## config.mk

```make
export PLATFORM = sky130hd
export DESIGN_NAME = rational_arith_unit
export DESIGN_NICKNAME = d
export VERILOG_FILES = /design/src/sv/rau_pkg.sv /design/src/sv/rational_arith_unit.sv /design/src/sv/rau_div.sv
export SDC_FILE = /design/constraint.sdc
export NUM_CORES = 2
export LEC_CHECK = 0
export ABC_AREA = 1
export BUFFER_PORTS_ARGS = -buffer_cell sky130_fd_sc_hd__buf_2
export CORE_AREA = 4 4 447 626
export CTS_CLUSTER_DIAMETER = 150
export DETAILED_ROUTE_END_ITERATION = 10
export DIE_AREA = 0 0 451 630
export PLACE_DENSITY = 0.56
export SYNTH_ARGS = -nofsm -noshare
export SYNTH_HDL_FRONTEND = slang
export SYNTH_HIERARCHICAL = 1
export SYNTH_SLANG_ARGS = --single-unit
```

## constraint.sdc

```tcl
create_clock -name i_clk -period 22.2 [get_ports i_clk]
set_input_delay 6.66 -clock i_clk [delete_from_list [all_inputs] [get_ports i_clk]]
set_output_delay 6.66 -clock i_clk [all_outputs]
set_load 0.01 [all_outputs]
```

## src/sv/rau_pkg.sv

```systemverilog
// Package for the rational arithmetic unit: widths, operation codes, status and
// compare codes, sequencer states and divider request/response types. No dependencies.
`timescale 1ns / 1ps
`default_nettype none
package rau_pkg;
    localparam int WIDTH = 32;
    localparam int PW = 2 * WIDTH;

    typedef enum logic [2:0] {
        FN_ADD = 3'd0,
        FN_SUB = 3'd1,
        FN_MUL = 3'd2,
        FN_DIV = 3'd3,
        FN_CMP = 3'd4
    } t_func;

    localparam logic [1:0] ST_OK   = 2'd0;
    localparam logic [1:0] ST_OVF  = 2'd1;
    localparam logic [1:0] ST_ZDEN = 2'd2;

    localparam logic [1:0] CMP_LT = 2'd0;
    localparam logic [1:0] CMP_EQ = 2'd1;
    localparam logic [1:0] CMP_GT = 2'd2;

    typedef enum logic [3:0] {
        S_IDLE,
        S_MUL1,
        S_MUL2,
        S_MUL3,
        S_COMB,
        S_DIV1,
        S_GCD,
        S_DIV2,
        S_DIV3,
        S_DONE
    } t_state;

    typedef struct packed {
        logic       start;
        logic [PW:0] dividend;
        logic [PW-1:0] divisor;
    } t_div_req;

    typedef struct packed {
        logic          busy;
        logic          done;
        logic [PW:0]   quo;
        logic [PW-1:0] rem;
    } t_div_rsp;
endpackage
`default_nettype wire

```

## src/sv/rational_arith_unit.sv

```systemverilog
// Top level of the rational arithmetic unit: sequencer, shared multiplier,
// shared serial divider (rau_div). Depends on rau_pkg and rau_div.
`timescale 1ns / 1ps
`default_nettype none
// One request at a time. Errors and compares set their result in S_DIV1,
// without the divider. Arithmetic takes three multiplies, one division for the
// remainder, a Euclid GCD of one division a step, and two more divisions to
// reduce. i_stall holds the result in the output register.
module rational_arith_unit (
    input  wire logic        i_clk,
    input  wire logic        i_rst_n,
    input  wire logic        i_valid,
    output logic             o_stall,
    input  wire logic [2:0]  i_func,
    input  wire logic [31:0] i_a_num,
    input  wire logic [31:0] i_a_den,
    input  wire logic        i_a_neg,
    input  wire logic [31:0] i_b_num,
    input  wire logic [31:0] i_b_den,
    input  wire logic        i_b_neg,
    output logic             o_valid,
    input  wire logic        i_stall,
    output logic [31:0]      o_res_num,
    output logic [31:0]      o_res_den,
    output logic             o_res_neg,
    output logic [1:0]       o_cmp,
    output logic [1:0]       o_status
);
    localparam int W  = rau_pkg::WIDTH;
    localparam int PW = rau_pkg::PW;

    rau_pkg::t_state r_st, n_st;
    logic [2:0]   r_fn, n_fn;
    logic [W-1:0] r_an, r_ad, r_bn, r_bd, n_an, n_ad, n_bn, n_bd;
    logic         r_as, r_bs, n_as, n_bs;
    logic [PW-1:0] r_l, r_r, r_d, n_l, n_r, n_d;
    logic [PW:0]  r_n, n_n;
    logic         r_neg, n_neg;
    logic [PW-1:0] r_x, n_x, r_rd, n_rd;
    logic [W-1:0] r_ma, r_mb, n_ma, n_mb;
    logic [PW-1:0] r_p;
    logic [31:0]  r_on, r_od, n_on, n_od;
    logic         r_oneg, n_oneg, r_ov, n_ov;
    logic [1:0]   r_oc, r_os, n_oc, n_os;
    rau_pkg::t_div_req w_req;
    rau_pkg::t_div_rsp w_rsp;
    logic         w_acc, w_bs2, w_skip;
    logic [PW:0]  w_sum;

    rau_div u_div (.i_clk(i_clk), .i_rst_n(i_rst_n), .i_req(w_req), .o_rsp(w_rsp));

    assign w_acc   = i_valid && !o_stall;
    assign o_stall = (r_st != rau_pkg::S_IDLE) || (r_ov && i_stall);
    assign w_skip  = r_fn > rau_pkg::FN_CMP || r_ad == '0 || r_bd == '0
                     || (r_fn == rau_pkg::FN_DIV && r_bn == '0)
                     || r_fn == rau_pkg::FN_CMP;

    always_ff @(posedge i_clk) begin
        r_p <= r_ma * r_mb;
    end

    always_comb begin
        n_st = r_st;
        unique case (r_st)
            rau_pkg::S_IDLE: if (w_acc) n_st = rau_pkg::S_MUL1;
            rau_pkg::S_MUL1: n_st = rau_pkg::S_MUL2;
            rau_pkg::S_MUL2: n_st = rau_pkg::S_MUL3;
            rau_pkg::S_MUL3: n_st = rau_pkg::S_COMB;
            rau_pkg::S_COMB: n_st = rau_pkg::S_DIV1;
            rau_pkg::S_DIV1: if (w_skip) n_st = rau_pkg::S_DONE;
                             else if (w_rsp.done) n_st = rau_pkg::S_GCD;
            rau_pkg::S_GCD:  if (!w_rsp.busy && r_x == '0) n_st = rau_pkg::S_DIV2;
            rau_pkg::S_DIV2: if (w_rsp.done) n_st = rau_pkg::S_DIV3;
            rau_pkg::S_DIV3: if (w_rsp.done) n_st = rau_pkg::S_DONE;
            rau_pkg::S_DONE: if (!(r_ov && i_stall)) n_st = rau_pkg::S_IDLE;
            default:         n_st = rau_pkg::S_IDLE;
        endcase
    end

    always_comb begin
        n_fn = r_fn; n_an = r_an; n_ad = r_ad; n_bn = r_bn; n_bd = r_bd;
        n_as = r_as; n_bs = r_bs; n_l = r_l; n_r = r_r; n_d = r_d; n_n = r_n;
        n_neg = r_neg; n_x = r_x; n_rd = r_rd; n_ma = r_ma; n_mb = r_mb;
        n_on = r_on; n_od = r_od; n_oneg = r_oneg; n_oc = r_oc; n_os = r_os;
        n_ov = r_ov && i_stall;
        w_req = '0;
        w_bs2 = (r_fn == rau_pkg::FN_SUB) ? (r_bn != '0 && !r_bs) : r_bs;
        w_sum = {1'b0, r_l} + {1'b0, r_r};
        unique case (r_st)
            rau_pkg::S_IDLE: if (w_acc) begin
                n_fn = i_func; n_an = i_a_num[W-1:0]; n_ad = i_a_den[W-1:0];
                n_bn = i_b_num[W-1:0]; n_bd = i_b_den[W-1:0];
                n_as = i_a_neg && i_a_num[W-1:0] != '0;
                n_bs = i_b_neg && i_b_num[W-1:0] != '0;
                n_ma = i_a_num[W-1:0];
                n_mb = (i_func == rau_pkg::FN_MUL) ? i_b_num[W-1:0] : i_b_den[W-1:0];
            end
            rau_pkg::S_MUL1: begin
                n_ma = r_ad;
                n_mb = (r_fn == rau_pkg::FN_MUL) ? r_bd : r_bn;
            end
            rau_pkg::S_MUL2: begin
                n_l = r_p;
                n_ma = r_ad; n_mb = r_bd;
            end
            rau_pkg::S_MUL3: begin
                n_r = r_p;
            end
            rau_pkg::S_COMB: begin
                n_d = r_p;
                if (r_fn == rau_pkg::FN_MUL) begin
                    n_n = {1'b0, r_l}; n_d = r_p; n_neg = r_as != r_bs;
                end else if (r_fn == rau_pkg::FN_DIV) begin
                    n_n = {1'b0, r_l}; n_d = r_r; n_neg = r_as != r_bs;
                end else if (r_as == w_bs2) begin
                    n_n = w_sum; n_neg = r_as;
                end else if (r_l >= r_r) begin
                    n_n = {1'b0, r_l - r_r}; n_neg = r_as;
                end else begin
                    n_n = {1'b0, r_r - r_l}; n_neg = w_bs2;
                end
                w_req.start = !w_skip;
                w_req.dividend = (r_fn == rau_pkg::FN_MUL || r_fn == rau_pkg::FN_DIV)
                                 ? {1'b0, r_l} : n_n;
                w_req.divisor = (r_fn == rau_pkg::FN_DIV) ? r_r : r_p;
            end
            rau_pkg::S_DIV1: begin
                n_on = '0; n_od = '0; n_oneg = 1'b0; n_oc = rau_pkg::CMP_LT;
                n_os = rau_pkg::ST_OK;
                if (r_fn > rau_pkg::FN_CMP) begin
                    n_ov = 1'b1;
                end else if (r_ad == '0 || r_bd == '0
                             || (r_fn == rau_pkg::FN_DIV && r_bn == '0)) begin
                    n_os = rau_pkg::ST_ZDEN; n_ov = 1'b1;
                end else if (r_fn == rau_pkg::FN_CMP) begin
                    if (r_as != r_bs) n_oc = r_as ? rau_pkg::CMP_LT : rau_pkg::CMP_GT;
                    else if (r_l == r_r) n_oc = rau_pkg::CMP_EQ;
                    else if ((r_l < r_r) != r_as) n_oc = rau_pkg::CMP_LT;
                    else n_oc = rau_pkg::CMP_GT;
                    n_ov = 1'b1;
                end else if (w_rsp.done) begin
                    n_rd = r_d; n_x = w_rsp.rem;
                end
            end
            rau_pkg::S_GCD: if (!w_rsp.busy) begin
                if (w_rsp.done) begin
                    n_rd = r_x; n_x = w_rsp.rem;
                end else if (r_x != '0) begin
                    w_req.start = 1'b1;
                    w_req.dividend = {1'b0, r_rd};
                    w_req.divisor = r_x;
                end else begin
                    w_req.start = 1'b1;
                    w_req.dividend = r_n;
                    w_req.divisor = r_rd;
                end
            end
            rau_pkg::S_DIV2: if (w_rsp.done) begin
                n_n = w_rsp.quo;
                w_req.start = 1'b1;
                w_req.dividend = {1'b0, r_d};
                w_req.divisor = r_rd;
            end
            rau_pkg::S_DIV3: if (w_rsp.done) begin
                n_ov = 1'b1;
                if (r_n[PW:W] != '0 || w_rsp.quo[PW:W] != '0) begin
                    n_os = rau_pkg::ST_OVF;
                end else begin
                    n_on = 32'(r_n[W-1:0]); n_od = 32'(w_rsp.quo[W-1:0]);
                    n_oneg = r_neg && r_n != '0;
                end
            end
            rau_pkg::S_DONE: ;
            default: ;
        endcase
    end

    always_ff @(posedge i_clk) begin
        r_fn <= n_fn; r_an <= n_an; r_ad <= n_ad; r_bn <= n_bn; r_bd <= n_bd;
        r_as <= n_as; r_bs <= n_bs; r_l <= n_l; r_r <= n_r; r_d <= n_d;
        r_n <= n_n; r_neg <= n_neg; r_x <= n_x; r_rd <= n_rd;
        r_ma <= n_ma; r_mb <= n_mb;
        r_on <= n_on; r_od <= n_od; r_oneg <= n_oneg; r_oc <= n_oc; r_os <= n_os;
        if (!i_rst_n) begin
            r_st <= rau_pkg::S_IDLE;
            r_ov <= 1'b0;
        end else begin
            r_st <= n_st;
            r_ov <= n_ov;
        end
    end

    assign o_valid   = r_ov;
    assign o_res_num = r_on;
    assign o_res_den = r_od;
    assign o_res_neg = r_oneg;
    assign o_cmp     = r_oc;
    assign o_status  = r_os;

`ifndef SYNTH
    a_no_accept_busy: assert property (@(posedge i_clk) disable iff (!i_rst_n)
        (r_st != rau_pkg::S_IDLE) |-> !w_acc) else $error("request taken while busy");
    a_div_idle_start: assert property (@(posedge i_clk) disable iff (!i_rst_n)
        w_req.start |-> !w_rsp.busy) else $error("divider restarted while busy");
    a_zero_pos: assert property (@(posedge i_clk) disable iff (!i_rst_n)
        (o_valid && o_res_num == '0) |-> !o_res_neg) else $error("negative zero");
`endif
endmodule
`default_nettype wire

```

## src/sv/rau_div.sv

```systemverilog
// Restoring divider, one quotient bit a cycle, 65-bit dividend by 64-bit divisor.
// Depends on rau_pkg.
`timescale 1ns / 1ps
`default_nettype none
module rau_div (
    input  wire logic              i_clk,
    input  wire logic              i_rst_n,
    input  wire rau_pkg::t_div_req i_req,
    output rau_pkg::t_div_rsp      o_rsp
);
    logic [rau_pkg::PW:0]   r_quo, n_quo;
    logic [rau_pkg::PW-1:0] r_rem, n_rem;
    logic [rau_pkg::PW-1:0] r_dsr, n_dsr;
    logic [6:0]             r_cnt, n_cnt;
    logic                   r_busy, n_busy, r_done, n_done;
    logic [rau_pkg::PW:0]   w_sh;
    logic                   w_take;

    always_comb begin
        w_sh   = {r_rem, r_quo[rau_pkg::PW]};
        w_take = w_sh >= {1'b0, r_dsr};
        n_quo  = r_quo;
        n_rem  = r_rem;
        n_dsr  = r_dsr;
        n_cnt  = r_cnt;
        n_busy = r_busy;
        n_done = 1'b0;
        if (i_req.start) begin
            n_quo  = i_req.dividend;
            n_rem  = '0;
            n_dsr  = i_req.divisor;
            n_cnt  = 7'(rau_pkg::PW + 1);
            n_busy = 1'b1;
        end else if (r_busy) begin
            n_rem = w_take ? rau_pkg::PW'(w_sh - {1'b0, r_dsr}) : w_sh[rau_pkg::PW-1:0];
            n_quo = {r_quo[rau_pkg::PW-1:0], w_take};
            n_cnt = r_cnt - 7'd1;
            if (r_cnt == 7'd1) begin
                n_busy = 1'b0;
                n_done = 1'b1;
            end
        end
    end

    always_ff @(posedge i_clk) begin
        r_quo <= n_quo;
        r_rem <= n_rem;
        r_dsr <= n_dsr;
        r_cnt <= n_cnt;
        if (!i_rst_n) begin
            r_busy <= 1'b0;
            r_done <= 1'b0;
        end else begin
            r_busy <= n_busy;
            r_done <= n_done;
        end
    end

    assign o_rsp.busy = r_busy;
    assign o_rsp.done = r_done;
    assign o_rsp.quo  = r_quo;
    assign o_rsp.rem  = r_rem;
endmodule
`default_nettype wire
```

==> implementation parameters <==
Parameter                              Value

Run status
  Status ... finished clean

Yosys
  Warnings, synthesis ... 6
  Portion of synthesized cell area occupied by the leading cell type ... 23.5%
  Avg Cell Area, Syn ... 7.27 µm²
  Seq cells post-synth ... 891
  Cells taking the most area after synthesis ... edfxtp_1 (24%), fa_1 (19%), nand2_1 (18%), inv_1 (12%), ha_1 (6.8%)
  Cell area after technology mapping ... 0.0956 mm²
  Proportion of synthesized chip area in sequential cells ... 26.5%
  Count of mapped cells out of synthesis ... 13,100
  Cell taking the most area after synthesis ... edfxtp_1
  Total nets after synthesis ... 14,700
  Number of library cell types mapped by synthesis ... 52

GRT
  Residual overflow from global routing ... 0
  Vias in the first global route ... 86,100
  Initial antenna violation count ... 10
  Overall Global Routing Usage ... 25.6%
  Largest net degree at the start of global routing ... 134
  Wire length of the first global-routing pass ... 544,000 µm

Placed design
  Buffers on Ports ... 207
  Detailed Place HPWL ... 286,000 µm
  Global placer's final weighted congestion ... 1.05

Critical path
  Arrival @ worst endpoint ... 7.18 ns
  Worst Path Buf+Inv ... 2
  Worst-path cell chain ... buf_2 -> nand2_1 -> nand3_1 -> buf_2
  Most prevalent standard cell on the critical path ... buf_2
  Critical Path Max Stage Delay ... 0.20 ns
  Required time at the endpoint of the critical path ... 15.54 ns
  Kind of launch point of the worst setup path ... input pin
  WS Path Type ... in2out
  Cell family contributing the most delay on the critical path ... buffers and inverters
  Slowest stage cell, crit path ... buf_2
  Critical path fanouts, max ... 2
  Worst setup EP type ... primary output

Floorplan
  Die height ... 630 µm
  Number of I/O pins ... 208
  Number of rows created at floorplan ... 228
  Die W ... 451 µm
  Area inside the core boundary ... 0.274 mm²
  Die outline area ... 0.284 mm²
  Initial cell density of the core ... 34.8%

Cells and area
  Growth of design area from synthesis to finish ... 8.38%
  Fraction of layout cells with a size suffix above 1 ... 4.97%
  Number of inserted filler cells in the final layout ... 29,600
  Net total in the final layout ... 14,700

Drt
  Post-detailed-route via-to-cell ratio ... 4.96
  Number of routed nets with antenna violations ... 0
  Total via count in the routed design ... 83,700
  Overall routed net length ... 368,000 µm
  Number of iterations in the first detailed-routing pass ... 7
  Detailed Route Iter0 Violations ... 6,257
  Residual DRC count ... 0
  Per-cell routed wire length ... 21.8 µm

Clock network
  Root cell of the clock tree ... clkbuf_16
  Clock sinks ... 891
  Post-cts gate resize count ... 0
  Number of post-CTS setup repair buffers ... 0
  Clk_lat worst skew ... 0.82 ns
  CTS tree ... built
  Longest Clk Path Bufs ... 3
  Clock-pin slew on the worst setup and hold paths ... 0.08 ns
  Hold_buf cts ... 0
  Clock buffer count from CTS ... 102
  Htree depth ... 3

Timing
  Unrepaired setup endpoints after global routing ... false
  Worst setup skew after layout ... 0.0766 ns
  Slew Limit Headroom ... 4.63%
  Minimum clock period after layout ... 13.84 ns
  Highest clock rate ... 72.2 MHz
  Fin. Hold Viols ... 0
  Final cycle utilization of the critical path ... 62.3%
  Fin Setup TNS ... 0 ns
  Final setup violation count ... 0
  Transition time at the pin with the least slew margin ... 1.42 ns
  Pins over their slew limit ... 0

Hold path
  Worst min path class ... reg2reg

Flow run
  Total of max-cap violations ... 0
-- stage by stage --
step                      setup slack [ns]  area [µm²]  utilization [%]  hold WS [ns]  cells
after floorplan                       8.69       95600                -         0.426  13100
after global routing                  8.30      104000             37.8         0.440  16900
after global placement                8.34      100000             36.5         0.429  16700
after CTS                             8.36      104000             37.7         0.431  16900
after detailed placement              8.36      100000             36.5         0.438  16700
final                                 8.36      104000             37.8         0.437  16900
-- state kept, by name (all words and copies together) (netlist names), 3 cells and up --
| name | count |
|---|---|
| r_mb | 32 |
| r_bd | 32 |
| r_bn | 32 |
| r_r | 64 |
| u_div/r_dsr | 64 |
| o_res_num | 32 |
| r_n | 65 |
| r_fn | 3 |
| r_ad | 32 |
| r_l | 64 |
| r_ma | 32 |
| r_d | 64 |
| r_p | 64 |
| r_x | 64 |
| r_rd | 64 |
| u_div/r_rem | 64 |
| u_div/r_quo | 65 |
| r_st | 4 |
| o_res_den | 32 |
| u_div/r_cnt | 7 |
-- final cells by class --
cell class / count / area, µm² / share of cell area (%)
Tap cell: 3680 / 4600 / 4.44
Sequential cell: 891 / 25300 / 24.4
Antenna cell: 8 / 20.0 / 0.0193
Clock inverter: 54 / 688 / 0.664
Multi-Input combinational cell: 8721 / 56800 / 54.8
Clock buffer: 139 / 2770 / 2.67
Timing Repair Buffer: 321 / 1920 / 1.85
Inverter: 3060 / 11500 / 11.1
-- cell usage after synthesis, drive strengths merged --
master and n:
xnor2 48, buf 145, clkbuf 326, inv 3052
a221oi 1, nor3b 1, o211ai 9, and2 9
o22ai 10, a31o 1, dfxtp 142, o311ai 1
a211oi 1, nand2 4526, nor3 64, clkinv 8
fa 900, nor4 72, o21ai 456, o221ai 95
nand4 97, a21oi 416, o21bai 52, nand3 487
o21a 5, nand3b 33, a21boi 11, and3 4
a21o 21, or2 2, xor2 143, edfxtp 749
nor2 720, ha 520, a31oi 16
-- routing by layer --
| layer | GRT usage (%) | wire (µm) | vias up |
|---|---|---|---|
| li1 | - | - | 39500 |
| met2 | 45.0 | 180000 | 2896 |
| met3 | 3.69 | 21300 | 1010 |
| met1 | 28.4 | 135000 | 40300 |
| met4 | 18.2 | 32000 | 8 |
| met5 | 0 | 45 | - |
-- final timing paths --
kind	to	slack, ns	from	cells past startpoint
max reg2reg	r_p[60]	13.99	r_ma[12]	29
min reg2reg	r_r[8]	0.44	r_p[8]	0
min	r_r[8]	0.44	r_p[8]	0
max	o_stall	8.36	i_stall	4
-- kinds of logic after synthesis --
kind of cell	Yosys count	share of synthesized area, %
XOR/XNOR	191	1.75
AND/OR/NAND/NOR	6015	25.4
adder cells (fa/ha/maj)	1420	25.7
flip-flops	891	26.5
AO/OA/AOI/OAI	1095	6.44
buffers and inverters	3531	14.3
-- layout by cell type (no fill, tap or decap), types with 15 or more instances in the layout --
master	netlist	routed
inv_1	3015	3011
nor2_1	686	674
inv_2	37	38
clkbuf_16	0	102
nand4_1	97	97
nand3_1	464	463
xnor2_1	48	48
nand2_2	36	37
buf_4	52	112
nor2_2	23	25
xor2_1	143	143
nand3_2	22	22
buf_2	47	207
o221ai_1	95	95
dfxtp_1	142	142
a21oi_1	410	410
o21ai_0	417	417
o21ai_1	39	39
nand2_1	4486	4483
a21o_1	21	21
ha_1	520	520
a31oi_1	16	16
nor2_4	10	20
edfxtp_1	749	749
clkbuf_1	326	29
clkinv_1	7	15
nor3_1	60	55
o21bai_1	52	52
fa_1	900	900
nand3b_1	33	33
nor4_1	72	70
Power is left out: the tool's default activity adds up to more than one toggle a clock period on the data nets, which glitch-free logic cannot reach.
